===== src/adcavg_pkg.sv =====
`timescale 1ns / 1ps
// ----------------------------------------------------------------------------
// adcavg_pkg
// Shared types and constants of the converter averaging and selection block.
// ----------------------------------------------------------------------------
package adcavg_pkg;

	// sample and result field widths
	localparam int SAMPLE_W = 12;
	localparam int SAMPLE_MAX = 4095;
	localparam int SW_W = 2;

	// defaults of the top level parameters
	localparam int DEF_SAMPLES_PER_SLOT = 16;
	localparam int DEF_OUTPUT_MAX = 4095;

	// rotation of slots
	localparam int SLOT_COUNT = 3;
	localparam logic [1:0] SLOT_INT_POT = 2'd0;
	localparam logic [1:0] SLOT_EXT_POT = 2'd1;
	localparam logic [1:0] SLOT_SENSE = 2'd2;

	// switch state codes
	localparam logic [SW_W-1:0] SW_RELEASED = 2'd0;
	localparam logic [SW_W-1:0] SW_PRESSED = 2'd1;
	localparam logic [SW_W-1:0] SW_NONE = 2'd2;

	// configuration port
	localparam int CFG_IDX_W = 3;
	localparam int CFG_DATA_W = 16;
	localparam logic [CFG_IDX_W-1:0] REG_INT_OFFSET = 3'd0;
	localparam logic [CFG_IDX_W-1:0] REG_INT_GAIN = 3'd1;
	localparam logic [CFG_IDX_W-1:0] REG_INT_DIVISOR = 3'd2;
	localparam logic [CFG_IDX_W-1:0] REG_EXT_OFFSET = 3'd3;
	localparam logic [CFG_IDX_W-1:0] REG_EXT_GAIN = 3'd4;
	localparam logic [CFG_IDX_W-1:0] REG_EXT_DIVISOR = 3'd5;
	localparam logic [CFG_IDX_W-1:0] REG_SENSE_THRESHOLD = 3'd6;
	localparam logic [CFG_IDX_W-1:0] REG_PRESS_THRESHOLD = 3'd7;

	localparam int OFFSET_W = 13;
	localparam int GAIN_W = 16;
	localparam int DIVISOR_W = 16;

	typedef struct packed {
		logic [OFFSET_W-1:0]  internal_offset;
		logic [GAIN_W-1:0]    internal_gain;
		logic [DIVISOR_W-1:0] internal_divisor;
		logic [OFFSET_W-1:0]  external_offset;
		logic [GAIN_W-1:0]    external_gain;
		logic [DIVISOR_W-1:0] external_divisor;
		logic [SAMPLE_W-1:0]  sense_threshold;
		logic [SAMPLE_W-1:0]  press_threshold;
	} cfg_t;

	localparam cfg_t CFG_RESET = '{
		internal_offset:  13'd0,
		internal_gain:    16'd1,
		internal_divisor: 16'd1,
		external_offset:  13'd0,
		external_gain:    16'd1,
		external_divisor: 16'd1,
		sense_threshold:  12'd2048,
		press_threshold:  12'd1024
	};

	// shared divider: product of offset average (13 bit) and gain (16 bit)
	localparam int TERM_W = 13;
	localparam int PROD_W = TERM_W + GAIN_W;
	localparam int DIV_N_W = PROD_W + (PROD_W % 2);
	localparam int DIV_D_W = DIVISOR_W;
	localparam int STEP_W = $clog2(DIV_N_W / 2 + 1);

	typedef struct packed {
		logic               start;
		logic [STEP_W-1:0]  steps;
		logic [DIV_N_W-1:0] dividend;
		logic [DIV_D_W-1:0] divisor;
	} div_req_t;

	typedef struct packed {
		logic               done;
		logic [DIV_N_W-1:0] quotient;
	} div_rsp_t;

endpackage


===== src/adcavg_if.sv =====
`timescale 1ns / 1ps
// ----------------------------------------------------------------------------
// adcavg_if
// Valid/ready channels for converter samples and for selection results.
// ----------------------------------------------------------------------------
interface adcavg_in_if;
	logic        valid;
	logic        ready;
	logic [11:0] sample;

	modport source (output valid, output sample, input ready);
	modport sink (input valid, input sample, output ready);
endinterface

interface adcavg_out_if;
	logic        valid;
	logic        ready;
	logic [11:0] pot_value;
	logic        pot_valid;
	logic        external_present;
	logic [1:0]  switch_state;

	modport source (output valid, output pot_value, output pot_valid,
		output external_present, output switch_state, input ready);
	modport sink (input valid, input pot_value, input pot_valid,
		input external_present, input switch_state, output ready);
endinterface


===== src/adc_channel_average_select_top.sv =====
`timescale 1ns / 1ps
// ----------------------------------------------------------------------------
// adc_channel_average_select_top
// Round-robin converter averaging with pot selection and affine scaling.
// ----------------------------------------------------------------------------
// Usage:
// - sample_ch takes one 12-bit reading per transaction, in the fixed slot
//   order internal pot, external pot, external sense, then round again.
// - result_ch gives one transaction per sample: scaled selected pot value,
//   its valid flag, external unit present and switch state.
// - cfg_we/cfg_index/cfg_data write the eight scaling and threshold
//   registers; write them only while no sample is in flight.
// - The front end takes a sample into a two-entry queue and takes no new
//   one until it has updated the ring and pushed that sample's snapshot.
//   A shared divider that retires two quotient bits a cycle does up to
//   three divisions per sample: sense average, pot average and scaling.
//   An empty sense slot skips the first, an empty pot slot the last two,
//   and a non-positive offset sum skips the scaling division.
// - Reset clears the sums, fill counts, ring position and registers to
//   their defaults; the sample ring itself is not cleared and needs no
//   clearing pass.
// - A stalled result_ch keeps the result in the output register; the back
//   end finishes the next sample meanwhile and the queue then fills up
//   before sample_ch stops taking readings.
// ----------------------------------------------------------------------------
module adc_channel_average_select_top import adcavg_pkg::*; #(
	parameter int SAMPLES_PER_SLOT = DEF_SAMPLES_PER_SLOT,
	parameter int OUTPUT_MAX = DEF_OUTPUT_MAX
) (
	input  logic                  clk,
	input  logic                  arst_n,
	adcavg_in_if.sink             sample_ch,
	adcavg_out_if.source          result_ch,
	input  logic                  cfg_we,
	input  logic [CFG_IDX_W-1:0]  cfg_index,
	input  logic [CFG_DATA_W-1:0] cfg_data
);

	localparam int SUM_W = $clog2(SAMPLES_PER_SLOT * SAMPLE_MAX + 1);
	localparam int FILL_W = $clog2(SAMPLES_PER_SLOT + 1);
	localparam int SNAP_W = SLOT_COUNT * (SUM_W + FILL_W);

	cfg_t              cfg_q;
	logic              push_valid;
	logic              push_ready;
	logic [SNAP_W-1:0] push_data;
	logic              pop_valid;
	logic              pop_ready;
	logic [SNAP_W-1:0] pop_data;
	div_req_t          div_req;
	div_rsp_t          div_rsp;

	// configuration registers
	always_ff @(posedge clk or negedge arst_n) begin
		if (!arst_n) begin
			cfg_q <= CFG_RESET;
		end else if (cfg_we) begin
			unique case (cfg_index)
				REG_INT_OFFSET:      cfg_q.internal_offset <= cfg_data[OFFSET_W-1:0];
				REG_INT_GAIN:        cfg_q.internal_gain <= cfg_data[GAIN_W-1:0];
				REG_INT_DIVISOR:     cfg_q.internal_divisor <= cfg_data[DIVISOR_W-1:0];
				REG_EXT_OFFSET:      cfg_q.external_offset <= cfg_data[OFFSET_W-1:0];
				REG_EXT_GAIN:        cfg_q.external_gain <= cfg_data[GAIN_W-1:0];
				REG_EXT_DIVISOR:     cfg_q.external_divisor <= cfg_data[DIVISOR_W-1:0];
				REG_SENSE_THRESHOLD: cfg_q.sense_threshold <= cfg_data[SAMPLE_W-1:0];
				REG_PRESS_THRESHOLD: cfg_q.press_threshold <= cfg_data[SAMPLE_W-1:0];
			endcase
		end
	end

	// sample ring and running sums
	adcavg_front #(
		.SAMPLES_PER_SLOT(SAMPLES_PER_SLOT)
	) u_front (
		.clk        (clk),
		.arst_n     (arst_n),
		.smp        (sample_ch),
		.push_valid (push_valid),
		.push_ready (push_ready),
		.push_data  (push_data)
	);

	// snapshot queue
	adcavg_fifo #(
		.WIDTH(SNAP_W)
	) u_fifo (
		.clk        (clk),
		.arst_n     (arst_n),
		.push_valid (push_valid),
		.push_ready (push_ready),
		.push_data  (push_data),
		.pop_valid  (pop_valid),
		.pop_ready  (pop_ready),
		.pop_data   (pop_data)
	);

	// evaluation sequencer
	adcavg_back #(
		.SAMPLES_PER_SLOT(SAMPLES_PER_SLOT),
		.OUTPUT_MAX(OUTPUT_MAX)
	) u_back (
		.clk       (clk),
		.arst_n    (arst_n),
		.cfg       (cfg_q),
		.pop_valid (pop_valid),
		.pop_ready (pop_ready),
		.pop_data  (pop_data),
		.div_req   (div_req),
		.div_rsp   (div_rsp),
		.res       (result_ch)
	);

	// shared divider
	adcavg_div u_div (
		.clk    (clk),
		.arst_n (arst_n),
		.req    (div_req),
		.rsp    (div_rsp)
	);

	// no switch reading without an external unit
	assert property (@(posedge clk) disable iff (!arst_n)
		result_ch.valid && !result_ch.external_present |-> result_ch.switch_state == SW_NONE)
		else $error("switch state reported without external unit");

	// an empty pot slot gives a zero value
	assert property (@(posedge clk) disable iff (!arst_n)
		result_ch.valid && !result_ch.pot_valid |-> result_ch.pot_value == '0)
		else $error("pot value not zero for empty slot");

	// front end is busy for the cycle after taking a sample
	assert property (@(posedge clk) disable iff (!arst_n)
		sample_ch.valid && sample_ch.ready |=> !sample_ch.ready)
		else $error("sample taken while ring update pending");

	// divider is only started while the queue has delivered a snapshot
	assert property (@(posedge clk) disable iff (!arst_n)
		div_req.start |-> !pop_ready)
		else $error("divider started with back end idle");

endmodule


===== src/adcavg_fifo.sv =====
`timescale 1ns / 1ps
// ----------------------------------------------------------------------------
// adcavg_fifo
// Two-entry queue between the sample front end and the evaluation back end.
// ----------------------------------------------------------------------------
module adcavg_fifo #(
	parameter int WIDTH = 8
) (
	input  logic             clk,
	input  logic             arst_n,
	input  logic             push_valid,
	output logic             push_ready,
	input  logic [WIDTH-1:0] push_data,
	output logic             pop_valid,
	input  logic             pop_ready,
	output logic [WIDTH-1:0] pop_data
);

	logic [WIDTH-1:0] entry_q [2];
	logic             wr_ptr_q;
	logic             rd_ptr_q;
	logic [1:0]       count_q;
	logic             do_push;
	logic             do_pop;

	assign push_ready = (count_q != 2'd2);
	assign pop_valid = (count_q != 2'd0);
	assign pop_data = entry_q[rd_ptr_q];
	assign do_push = push_valid && push_ready;
	assign do_pop = pop_valid && pop_ready;

	// entry storage
	always_ff @(posedge clk) begin
		if (do_push) begin
			entry_q[wr_ptr_q] <= push_data;
		end
	end

	// pointers and level
	always_ff @(posedge clk or negedge arst_n) begin
		if (!arst_n) begin
			wr_ptr_q <= 1'b0;
			rd_ptr_q <= 1'b0;
			count_q <= 2'd0;
		end else begin
			if (do_push) begin
				wr_ptr_q <= !wr_ptr_q;
			end
			if (do_pop) begin
				rd_ptr_q <= !rd_ptr_q;
			end
			if (do_push && !do_pop) begin
				count_q <= count_q + 2'd1;
			end else if (do_pop && !do_push) begin
				count_q <= count_q - 2'd1;
			end
		end
	end

endmodule


===== src/adcavg_front.sv =====
`timescale 1ns / 1ps
// ----------------------------------------------------------------------------
// adcavg_front
// Takes samples in slot rotation, keeps the sample ring, running sums and
// fill counts, and queues a snapshot of all three slots per sample.
// ----------------------------------------------------------------------------
module adcavg_front import adcavg_pkg::*; #(
	parameter int SAMPLES_PER_SLOT = DEF_SAMPLES_PER_SLOT,
	localparam int SUM_W = $clog2(SAMPLES_PER_SLOT * SAMPLE_MAX + 1),
	localparam int FILL_W = $clog2(SAMPLES_PER_SLOT + 1),
	localparam int SNAP_W = SLOT_COUNT * (SUM_W + FILL_W)
) (
	input  logic              clk,
	input  logic              arst_n,
	adcavg_in_if.sink         smp,
	output logic              push_valid,
	input  logic              push_ready,
	output logic [SNAP_W-1:0] push_data
);

	localparam int DEPTH = SLOT_COUNT * SAMPLES_PER_SLOT;
	localparam int ADDR_W = (DEPTH > 1) ? $clog2(DEPTH) : 1;

	typedef struct packed {
		logic [SUM_W-1:0]  sense_sum;
		logic [FILL_W-1:0] sense_fill;
		logic [SUM_W-1:0]  ext_sum;
		logic [FILL_W-1:0] ext_fill;
		logic [SUM_W-1:0]  int_sum;
		logic [FILL_W-1:0] int_fill;
	} snap_t;

	typedef enum logic [1:0] {
		F_IDLE,
		F_UPDATE,
		F_PUSH
	} state_t;

	state_t              state_q;
	logic [SAMPLE_W-1:0] store [DEPTH];
	logic [SAMPLE_W-1:0] old_q;
	logic [SAMPLE_W-1:0] sample_q;
	logic [ADDR_W-1:0]   pos_q;
	logic [1:0]          slot_q;
	logic [SUM_W-1:0]    sum_q [SLOT_COUNT];
	logic [FILL_W-1:0]   fill_q [SLOT_COUNT];
	logic                accept;
	logic                ring_full;
	logic [SUM_W-1:0]    sum_base;
	logic [SUM_W-1:0]    sum_next;
	snap_t               snap;

	assign smp.ready = (state_q == F_IDLE);
	assign accept = smp.valid && smp.ready;

	// sample ring: old entry read on accept, new one written in the update state
	always_ff @(posedge clk) begin
		if (accept) begin
			old_q <= store[pos_q];
		end
		if (state_q == F_UPDATE) begin
			store[pos_q] <= sample_q;
		end
	end

	// running sum of the current slot
	always_comb begin
		ring_full = (fill_q[slot_q] >= FILL_W'(SAMPLES_PER_SLOT));
		sum_base = ring_full ? (sum_q[slot_q] - SUM_W'(old_q)) : sum_q[slot_q];
		sum_next = sum_base + SUM_W'(sample_q);
	end

	// snapshot handed to the back end
	always_comb begin
		snap.sense_sum = sum_q[SLOT_SENSE];
		snap.sense_fill = fill_q[SLOT_SENSE];
		snap.ext_sum = sum_q[SLOT_EXT_POT];
		snap.ext_fill = fill_q[SLOT_EXT_POT];
		snap.int_sum = sum_q[SLOT_INT_POT];
		snap.int_fill = fill_q[SLOT_INT_POT];
	end

	assign push_data = snap;
	assign push_valid = (state_q == F_PUSH);

	// control and slot bookkeeping
	always_ff @(posedge clk or negedge arst_n) begin
		if (!arst_n) begin
			state_q <= F_IDLE;
			pos_q <= '0;
			slot_q <= SLOT_INT_POT;
			sample_q <= '0;
			for (int i = 0; i < SLOT_COUNT; i++) begin
				sum_q[i] <= '0;
				fill_q[i] <= '0;
			end
		end else begin
			unique case (state_q)
				F_IDLE: begin
					if (accept) begin
						sample_q <= smp.sample;
						state_q <= F_UPDATE;
					end
				end
				F_UPDATE: begin
					sum_q[slot_q] <= sum_next;
					if (!ring_full) begin
						fill_q[slot_q] <= fill_q[slot_q] + FILL_W'(1);
					end
					pos_q <= (pos_q == ADDR_W'(DEPTH - 1)) ? '0 : pos_q + ADDR_W'(1);
					slot_q <= (slot_q == SLOT_SENSE) ? SLOT_INT_POT : slot_q + 2'd1;
					state_q <= F_PUSH;
				end
				F_PUSH: begin
					if (push_ready) begin
						state_q <= F_IDLE;
					end
				end
				default: begin
					state_q <= F_IDLE;
				end
			endcase
		end
	end

endmodule


===== src/adcavg_div.sv =====
`timescale 1ns / 1ps
// ----------------------------------------------------------------------------
// adcavg_div
// Shared unsigned restoring divider, two quotient bits per cycle. The
// dividend comes aligned to the top; steps gives the number of bit pairs.
// ----------------------------------------------------------------------------
module adcavg_div import adcavg_pkg::*; (
	input  logic     clk,
	input  logic     arst_n,
	input  div_req_t req,
	output div_rsp_t rsp
);

	logic [DIV_N_W-1:0] work_q;
	logic [DIV_D_W-1:0] rem_q;
	logic [DIV_D_W-1:0] den_q;
	logic [STEP_W-1:0]  count_q;
	logic               busy_q;
	logic               done_q;
	logic [DIV_N_W-1:0] work_n;
	logic [DIV_D_W-1:0] rem_n;

	// two compare and subtract steps
	always_comb begin
		logic [DIV_D_W:0] part;
		work_n = work_q;
		rem_n = rem_q;
		for (int k = 0; k < 2; k++) begin
			part = {rem_n, work_n[DIV_N_W-1]};
			work_n = {work_n[DIV_N_W-2:0], 1'b0};
			if (part >= {1'b0, den_q}) begin
				part = part - {1'b0, den_q};
				work_n[0] = 1'b1;
			end
			rem_n = part[DIV_D_W-1:0];
		end
	end

	// iteration control
	always_ff @(posedge clk or negedge arst_n) begin
		if (!arst_n) begin
			work_q <= '0;
			rem_q <= '0;
			den_q <= '0;
			count_q <= '0;
			busy_q <= 1'b0;
			done_q <= 1'b0;
		end else begin
			done_q <= 1'b0;
			if (req.start) begin
				work_q <= req.dividend;
				rem_q <= '0;
				den_q <= req.divisor;
				count_q <= req.steps;
				busy_q <= 1'b1;
			end else if (busy_q) begin
				work_q <= work_n;
				rem_q <= rem_n;
				count_q <= count_q - STEP_W'(1);
				if (count_q == STEP_W'(1)) begin
					busy_q <= 1'b0;
					done_q <= 1'b1;
				end
			end
		end
	end

	assign rsp.done = done_q;
	assign rsp.quotient = work_q;

endmodule


===== src/adcavg_back.sv =====
`timescale 1ns / 1ps
// ----------------------------------------------------------------------------
// adcavg_back
// Evaluates one snapshot: sense average, unit presence and switch state,
// selected pot average, offset, gain and divisor, clamp; holds the result.
// ----------------------------------------------------------------------------
module adcavg_back import adcavg_pkg::*; #(
	parameter int SAMPLES_PER_SLOT = DEF_SAMPLES_PER_SLOT,
	parameter int OUTPUT_MAX = DEF_OUTPUT_MAX,
	localparam int SUM_W = $clog2(SAMPLES_PER_SLOT * SAMPLE_MAX + 1),
	localparam int FILL_W = $clog2(SAMPLES_PER_SLOT + 1),
	localparam int SNAP_W = SLOT_COUNT * (SUM_W + FILL_W)
) (
	input  logic              clk,
	input  logic              arst_n,
	input  cfg_t              cfg,
	input  logic              pop_valid,
	output logic              pop_ready,
	input  logic [SNAP_W-1:0] pop_data,
	output div_req_t          div_req,
	input  div_rsp_t          div_rsp,
	adcavg_out_if.source      res
);

	localparam int SUM_EW = SUM_W + (SUM_W % 2);
	localparam logic [DIV_N_W-1:0] OUT_MAX_V = DIV_N_W'(OUTPUT_MAX);

	typedef struct packed {
		logic [SUM_W-1:0]  sense_sum;
		logic [FILL_W-1:0] sense_fill;
		logic [SUM_W-1:0]  ext_sum;
		logic [FILL_W-1:0] ext_fill;
		logic [SUM_W-1:0]  int_sum;
		logic [FILL_W-1:0] int_fill;
	} snap_t;

	typedef enum logic [3:0] {
		B_IDLE,
		B_SENSE,
		B_SENSE_WAIT,
		B_POT,
		B_POT_WAIT,
		B_MUL,
		B_SCALE_WAIT,
		B_FINISH
	} state_t;

	state_t              state_q;
	snap_t               snap_q;
	div_req_t            req_q;
	logic                present_q;
	logic [SW_W-1:0]     switch_q;
	logic                pot_ok_q;
	logic [SAMPLE_W-1:0] value_q;
	logic [TERM_W-1:0]   term_q;
	logic                out_valid_q;
	logic [SAMPLE_W-1:0] out_value_q;
	logic                out_pot_ok_q;
	logic                out_present_q;
	logic [SW_W-1:0]     out_switch_q;

	logic [SAMPLE_W-1:0]  avg;
	logic [SUM_W-1:0]     pot_sum;
	logic [FILL_W-1:0]    pot_fill;
	logic [OFFSET_W-1:0]  pot_offset;
	logic [GAIN_W-1:0]    pot_gain;
	logic [DIVISOR_W-1:0] pot_divisor;
	logic [TERM_W:0]      term;
	logic [PROD_W-1:0]    product;
	logic                 out_free;

	// selected pot slot and its scaling registers
	always_comb begin
		avg = div_rsp.quotient[SAMPLE_W-1:0];
		if (present_q) begin
			pot_sum = snap_q.ext_sum;
			pot_fill = snap_q.ext_fill;
			pot_offset = cfg.external_offset;
			pot_gain = cfg.external_gain;
			pot_divisor = cfg.external_divisor;
		end else begin
			pot_sum = snap_q.int_sum;
			pot_fill = snap_q.int_fill;
			pot_offset = cfg.internal_offset;
			pot_gain = cfg.internal_gain;
			pot_divisor = cfg.internal_divisor;
		end
		// average plus signed offset, 14 bit two's complement
		term = {2'b00, avg} + {pot_offset[OFFSET_W-1], pot_offset};
		product = PROD_W'(term_q) * PROD_W'(pot_gain);
	end

	assign pop_ready = (state_q == B_IDLE);
	assign out_free = !out_valid_q || res.ready;
	assign div_req = req_q;

	// sequencer around the shared divider
	always_ff @(posedge clk or negedge arst_n) begin
		if (!arst_n) begin
			state_q <= B_IDLE;
			snap_q <= '0;
			req_q <= '0;
			present_q <= 1'b0;
			switch_q <= SW_NONE;
			pot_ok_q <= 1'b0;
			value_q <= '0;
			term_q <= '0;
			out_valid_q <= 1'b0;
			out_value_q <= '0;
			out_pot_ok_q <= 1'b0;
			out_present_q <= 1'b0;
			out_switch_q <= SW_NONE;
		end else begin
			req_q.start <= 1'b0;
			if (out_valid_q && res.ready) begin
				out_valid_q <= 1'b0;
			end
			unique case (state_q)
				B_IDLE: begin
					if (pop_valid) begin
						snap_q <= pop_data;
						state_q <= B_SENSE;
					end
				end
				B_SENSE: begin
					if (snap_q.sense_fill == '0) begin
						present_q <= 1'b0;
						switch_q <= SW_NONE;
						state_q <= B_POT;
					end else begin
						req_q.start <= 1'b1;
						req_q.steps <= STEP_W'(SUM_EW / 2);
						req_q.dividend <= {SUM_EW'(snap_q.sense_sum), {(DIV_N_W - SUM_EW){1'b0}}};
						req_q.divisor <= DIV_D_W'(snap_q.sense_fill);
						state_q <= B_SENSE_WAIT;
					end
				end
				B_SENSE_WAIT: begin
					if (div_rsp.done) begin
						if (avg <= cfg.sense_threshold) begin
							present_q <= 1'b1;
							switch_q <= (avg <= cfg.press_threshold) ? SW_PRESSED : SW_RELEASED;
						end else begin
							present_q <= 1'b0;
							switch_q <= SW_NONE;
						end
						state_q <= B_POT;
					end
				end
				B_POT: begin
					if (pot_fill == '0) begin
						pot_ok_q <= 1'b0;
						value_q <= '0;
						state_q <= B_FINISH;
					end else begin
						pot_ok_q <= 1'b1;
						req_q.start <= 1'b1;
						req_q.steps <= STEP_W'(SUM_EW / 2);
						req_q.dividend <= {SUM_EW'(pot_sum), {(DIV_N_W - SUM_EW){1'b0}}};
						req_q.divisor <= DIV_D_W'(pot_fill);
						state_q <= B_POT_WAIT;
					end
				end
				B_POT_WAIT: begin
					if (div_rsp.done) begin
						// zero or negative sum truncates to zero
						if (term[TERM_W] || term == '0) begin
							value_q <= '0;
							state_q <= B_FINISH;
						end else begin
							term_q <= term[TERM_W-1:0];
							state_q <= B_MUL;
						end
					end
				end
				B_MUL: begin
					req_q.start <= 1'b1;
					req_q.steps <= STEP_W'(DIV_N_W / 2);
					req_q.dividend <= DIV_N_W'(product);
					req_q.divisor <= (pot_divisor == '0) ? DIV_D_W'(1) : pot_divisor;
					state_q <= B_SCALE_WAIT;
				end
				B_SCALE_WAIT: begin
					if (div_rsp.done) begin
						if (div_rsp.quotient > OUT_MAX_V) begin
							value_q <= OUT_MAX_V[SAMPLE_W-1:0];
						end else begin
							value_q <= div_rsp.quotient[SAMPLE_W-1:0];
						end
						state_q <= B_FINISH;
					end
				end
				B_FINISH: begin
					if (out_free) begin
						out_valid_q <= 1'b1;
						out_value_q <= value_q;
						out_pot_ok_q <= pot_ok_q;
						out_present_q <= present_q;
						out_switch_q <= switch_q;
						state_q <= B_IDLE;
					end
				end
				default: begin
					state_q <= B_IDLE;
				end
			endcase
		end
	end

	assign res.valid = out_valid_q;
	assign res.pot_value = out_value_q;
	assign res.pot_valid = out_pot_ok_q;
	assign res.external_present = out_present_q;
	assign res.switch_state = out_switch_q;

endmodule

===== src/flat_wrapper.sv =====
// flat-port wrapper written by rule: the top's interface ports become plain ports
module adc_channel_average_select_top_flat import adcavg_pkg::*;
#(
	parameter int SAMPLES_PER_SLOT = DEF_SAMPLES_PER_SLOT,
	parameter int OUTPUT_MAX = DEF_OUTPUT_MAX
)
  (clk, arst_n, cfg_we, cfg_index, cfg_data, sample_ch_valid, sample_ch_sample, sample_ch_ready, result_ch_valid, result_ch_pot_value, result_ch_pot_valid, result_ch_external_present, result_ch_switch_state, result_ch_ready);
  adcavg_in_if sample_ch_i ();
  adcavg_out_if result_ch_i ();
  input  logic clk;
  input  logic arst_n;
  input  logic cfg_we;
  input  logic [CFG_IDX_W-1:0] cfg_index;
  input  logic [CFG_DATA_W-1:0] cfg_data;
  input wire logic [$bits(sample_ch_i.valid)-1:0] sample_ch_valid;
  input wire logic [$bits(sample_ch_i.sample)-1:0] sample_ch_sample;
  output wire logic [$bits(sample_ch_i.ready)-1:0] sample_ch_ready;
  output wire logic [$bits(result_ch_i.valid)-1:0] result_ch_valid;
  output wire logic [$bits(result_ch_i.pot_value)-1:0] result_ch_pot_value;
  output wire logic [$bits(result_ch_i.pot_valid)-1:0] result_ch_pot_valid;
  output wire logic [$bits(result_ch_i.external_present)-1:0] result_ch_external_present;
  output wire logic [$bits(result_ch_i.switch_state)-1:0] result_ch_switch_state;
  input wire logic [$bits(result_ch_i.ready)-1:0] result_ch_ready;
  assign sample_ch_i.valid = sample_ch_valid;
  assign sample_ch_i.sample = sample_ch_sample;
  assign sample_ch_ready = sample_ch_i.ready;
  assign result_ch_valid = result_ch_i.valid;
  assign result_ch_pot_value = result_ch_i.pot_value;
  assign result_ch_pot_valid = result_ch_i.pot_valid;
  assign result_ch_external_present = result_ch_i.external_present;
  assign result_ch_switch_state = result_ch_i.switch_state;
  assign result_ch_i.ready = result_ch_ready;
  adc_channel_average_select_top #(.SAMPLES_PER_SLOT(SAMPLES_PER_SLOT), .OUTPUT_MAX(OUTPUT_MAX)) u_core (.clk(clk), .arst_n(arst_n), .sample_ch(sample_ch_i), .result_ch(result_ch_i), .cfg_we(cfg_we), .cfg_index(cfg_index), .cfg_data(cfg_data));
endmodule

===== config.mk =====
export PLATFORM = sky130hd
export DESIGN_NAME = adc_channel_average_select_top_flat
export DESIGN_NICKNAME = d
export VERILOG_FILES = /design/src/adcavg_pkg.sv /design/src/adcavg_if.sv /design/src/adc_channel_average_select_top.sv /design/src/adcavg_fifo.sv /design/src/adcavg_front.sv /design/src/adcavg_div.sv /design/src/adcavg_back.sv /design/src/flat_wrapper.sv
export SDC_FILE = /design/constraint.sdc
export NUM_CORES = 2
export LEC_CHECK = 0
export ABC_AREA = 0
export BUFFER_PORTS_ARGS = -buffer_cell sky130_fd_sc_hd__buf_2
export CAP_MARGIN = 20
export CORE_MARGIN = 4
export CORE_UTILIZATION = 40
export CTS_CLUSTER_DIAMETER = 100
export DETAILED_ROUTE_END_ITERATION = 8
export PLACE_DENSITY = 0.6
export SYNTH_ARGS = -nofsm -noshare
export SYNTH_HDL_FRONTEND = slang
export SYNTH_HIERARCHICAL = 1
export SYNTH_SLANG_ARGS = --single-unit

===== constraint.sdc =====
create_clock -name clk -period 6.7 [get_ports clk]
set_input_delay 0.335 -clock clk [delete_from_list [all_inputs] [get_ports clk]]
set_output_delay 0.335 -clock clk [all_outputs]
set_load 0.005 [all_outputs]

==> metrics.cfg <==
[setup_path]
regToRegStartpoint=u_core/u_back/present_q$_DFFE_PN0P_
cp_max_fo=22
r2r_cells=21
critPathKind=reg -> reg
timing.reg2reg.setup_slack_ns=0.30
largest_stage_delay_worst_path_ns=0.62
worstPathBufferInverterCount=4
worst_setup_path_end_kind=register
worst_setup_path_start_kind=register
critPathSlowestCell=sky130_fd_sc_hd__dfrtp_4
cp_data_arrival_time_ns=6.99
path_cells=mux2_2 > and2_1 > fa_1 > inv_1 > fa_1 > inv_1 > ha_1 > ha_1 > inv_1 > fa_1 > inv_1 > ha_1 > a21o_1 > a21o_1 > a2111oi_1 > o21ai_0 > o211ai_1 > o211a_1 > nor3_1 > xor2_1 > a221o_1
timing.critical_path.required_ns=7.29
rr_endpoint=u_core/u_back/div_req[35]$_DFFE_PN0P_
cp_common_cell=sky130_fd_sc_hd__inv_1
cpLargestDelayFamily=adder cells

[pwr]
power_frac_comb_pct=47.9
power.share.sequential_pct=32.2
switching_share_pct=40.9
ir_drop_mv=0.398
leakage_power_of_the_design_uw=0.0249
pwr_density_cell_nw_per_um2=526
total_power_uw=33100
net-switching-power_uw=13500
internal-power_uw=19600
clock_power_share_pct=19.9

[run_status]
outcome=finished, final reports clean

[grt]
pin_count_of_the_biggest_net_entering_global_routing=159
grt_first_pass_wirelength_mm=219
grt_use_total_pct=19.3
grt_pass1_vias=35700
global_route.overflow_total=0
number_of_antenna_violations_at_the_first_check_in_global_routing=0

[routing]
avgRoutedWirePerCell_um=22.2
drc=0
detailedRoute.firstIterationViolations=2855
drt-pass1-iter-count=5
dr_total_vias=35500
finalWirelength_mm=143
avgViaCountPerCell=5.52
final_antenna_net_count=0

[hold_path]
timing.hold.worst.start=cfg_data[2]
hold_depth=2
hp-class=in -> reg
min_to=u_core/cfg_q[87]$_DFFE_PN0P_

[sta]
min_period_ns=6.40
drv_slew=0
fin_hold_ws_ns=0.103
hold_violations=0
slew-limit-headroom_pct=22.3
setup-violations-final=0
finalCritPeriodShare_pct=95.5
fin_worst_skew_ns=0.0925
accumulated_negative_setup_slack_ns=0
maxClockFrequency_mhz=156
rsz0062_at_grt=false
worst-slew-pin-transition_ns=1.16

[place]
dp_cells=6190
buffer_ports.inserted=53
gp_congestion=0.879
place_area_um2=58800
hpwl_mm=92.4

[synth]
ys_ff_latch=1146
ys_seq_area_share_pct=57.4
number_of_enable_type_register_cells_in_the_synthesized_netlist=714
syn-mean-instance-area_um2=12.9
yosys_warnings=6
postSynth.asyncResetShare_pct=37.7
synth_cell_type_count=111
synth_area_um2=56200
synthesis.instances=4361
syn_nets=4729
ys_flop_type=sky130_fd_sc_hd__edfxtp_1

[clocking]
number_of_cts_inserted_buffers=118
tritoncts=built
cts-root-to-sink-buffers=3
clkSlewWorstSetupHoldPaths_ns=0.06
cts_htree_levels=3
clk-insertion-delay-late_ns=0.80
cts.sinks=1146
cts_root_buffer=sky130_fd_sc_hd__clkbuf_16

[floorplanning]
die_area_um2=147000
placementRows=137
initial_core_util_pct=40.3
top_level_ports=54
die_height_um=383
die-width_um=383
fp.coreArea_um2=140000

[layout]
drive_gt1_share_pct=16.4
fin_nets=4822
num-fill-cells=12600
final-instance-count-excl-fill=6435
area_growth_pct=12.2
final_cell_area_um2=63000

[flow_run]
cap_viol_max_count=0

power groups by stage:
stage	Clock, uW	Sequential (uW)	Combinational, uW
floorplan	0	10500	11600
global placement	0	10800	15700
detailed placement	0	10800	15900
CTS	6740	10700	16000
global route	7050	10800	17700
finish	6600	10700	15900
cell usage in the layout (no fill, tap or decap), types with 46 or more instances in the layout:
master	instances
sky130_fd_sc_hd__a21oi_1	108
sky130_fd_sc_hd__a22oi_1	172
sky130_fd_sc_hd__and2_1	98
sky130_fd_sc_hd__buf_2	52
sky130_fd_sc_hd__buf_4	117
sky130_fd_sc_hd__clkbuf_16	119
sky130_fd_sc_hd__dfrtp_1	417
sky130_fd_sc_hd__edfxtp_1	714
sky130_fd_sc_hd__fa_1	159
sky130_fd_sc_hd__ha_1	173
sky130_fd_sc_hd__inv_1	307
sky130_fd_sc_hd__mux2_2	233
sky130_fd_sc_hd__mux2_4	76
sky130_fd_sc_hd__mux2i_1	107
sky130_fd_sc_hd__nand2_1	439
sky130_fd_sc_hd__nor2_1	175
sky130_fd_sc_hd__o21ai_0	232
sky130_fd_sc_hd__xnor2_1	46
stage by stage:
step | utilization, % | setup slack (ns)
3_3_place_gp | 42.2 | 0.294
6_report | 45.2 | 0.303
4_1_cts | 45.2 | 0.230
5_1_grt | 45.2 | 0.000869
3_5_place_dp | 42.2 | 0.286
2_1_floorplan | - | 0.0833
sequential cells by signal (all words and copies together), names as in the netlist, 30 cells and up:
name / count
u_core/u_front/store: 576
u_core/u_fifo/entry_q: 126
u_core/cfg_q: 114
u_core/u_back/snap_q: 63
u_core/u_front/push_data: 63
u_core/u_back/div_req: 49
u_core/u_div/work_q: 30
worst max path at each step:
stage	startpoint	to	slack [ns]	depth (start not counted)
after global placement	u_core/u_back/present_q$_DFFE_PN0P_	u_core/u_back/div_req[43]$_DFFE_PN0P_	0.29	21
after floorplan	u_core/u_back/present_q$_DFFE_PN0P_	u_core/u_back/div_req[35]$_DFFE_PN0P_	0.08	25
after CTS	u_core/u_back/present_q$_DFFE_PN0P_	u_core/u_back/div_req[35]$_DFFE_PN0P_	0.23	21
after global routing	u_core/u_back/present_q$_DFFE_PN0P_	u_core/u_back/div_req[43]$_DFFE_PN0P_	0.0009	21
final	u_core/u_back/present_q$_DFFE_PN0P_	u_core/u_back/div_req[35]$_DFFE_PN0P_	0.30	21
after detailed placement	u_core/u_back/present_q$_DFFE_PN0P_	u_core/u_back/div_req[35]$_DFFE_PN0P_	0.29	21
worst register-to-register path: cells and delay by family, from the launching register on:
| kind | cells | cell delay [ns] |
|---|---|---|
| AOI/OAI and AO/OA | 7 | 1.96 |
| and+or+nand+nor | 2 | 0.28 |
| buffers and inverters | 4 | 0.21 |
| DFF | 1 | 0.62 |
| muxes | 1 | 0.50 |
| adders and majority gates | 6 | 2.53 |
| xor gates and xnor gates | 1 | 0.14 |
per-layer routing:
metal  global-route usage (%)  vias up  routed length, um
met1                     26.0    18200              61500
met4                     5.00        0               3480
met5                        0        -                  0
met2                     32.7     1058              69600
met3                     3.13      209               8270
li1                         -    16100                  -
layout make-up:
cell class	count	area, um^2	area share (%)
Multi-Input combinational cell	2685	21800	34.6
Antenna cell	1	2.50	0.00397
Tap cell	1876	2350	3.73
Clock buffer	168	3320	5.27
Clock inverter	56	659	1.05
Sequential cell	1146	32300	51.2
Timing Repair Buffer	193	1420	2.26
Inverter	310	1160	1.85
what timing repair did:
item,4_1_cts,5_1_grt
endpoints found under the hold margin,126,0
setup buffers,0,0
hold buffers,19,0
resized for setup,0,1
setup endpoints to repair,0,2
Yosys cell counts (9+ instances only):
master,count,area (um^2)
sky130_fd_sc_hd__or4_1,9,67.6
sky130_fd_sc_hd__and3_1,19,119
sky130_fd_sc_hd__mux2i_1,107,1070
sky130_fd_sc_hd__ha_1,173,2160
sky130_fd_sc_hd__clkbuf_1,172,646
sky130_fd_sc_hd__nand2_1,439,1650
sky130_fd_sc_hd__edfxtp_1,714,21400
sky130_fd_sc_hd__a22o_1,43,377
sky130_fd_sc_hd__a22oi_1,172,1290
sky130_fd_sc_hd__a211oi_1,10,75.1
sky130_fd_sc_hd__xor2_1,31,272
sky130_fd_sc_hd__buf_1,19,71.3
sky130_fd_sc_hd__dfrtp_1,424,10600
sky130_fd_sc_hd__mux2_1,18,203
sky130_fd_sc_hd__a41oi_1,22,193
sky130_fd_sc_hd__fa_1,159,3180
sky130_fd_sc_hd__o21a_1,13,97.6
sky130_fd_sc_hd__and2_1,100,626
sky130_fd_sc_hd__nor2_1,181,679
sky130_fd_sc_hd__or3_1,14,87.6
sky130_fd_sc_hd__xnor2_1,46,403
sky130_fd_sc_hd__o21ai_0,232,1160
sky130_fd_sc_hd__o31ai_1,13,97.6
sky130_fd_sc_hd__o211ai_1,11,82.6
sky130_fd_sc_hd__inv_1,307,1150
sky130_fd_sc_hd__a221o_1,13,130
sky130_fd_sc_hd__nand3b_1,11,82.6
sky130_fd_sc_hd__nor2b_1,19,119
sky130_fd_sc_hd__mux2_2,233,2620
sky130_fd_sc_hd__nand4_1,17,106
sky130_fd_sc_hd__nand2b_1,23,144
sky130_fd_sc_hd__a21oi_1,108,541
sky130_fd_sc_hd__a221oi_1,42,368
sky130_fd_sc_hd__nand3_1,45,225
sky130_fd_sc_hd__nor4_1,27,169
sky130_fd_sc_hd__a31oi_1,41,257
sky130_fd_sc_hd__mux2_4,76,1140
sky130_fd_sc_hd__a21o_1,35,263
sky130_fd_sc_hd__nor3_1,26,130
kinds of logic after synthesis:
family                   count (synthesis)  share of synthesized area [%]
flip-flops                            1146                           57.4
buffers and inverters                  530                           3.90
multiplexers                           438                           9.13
adder cells (fa/ha/maj)                332                           9.52
AO/OA/AOI/OAI                          864                           10.6
XOR/XNOR                                77                           1.20
AND/OR/NAND/NOR                        974                           8.20
(Power assumes the default switching activity.)
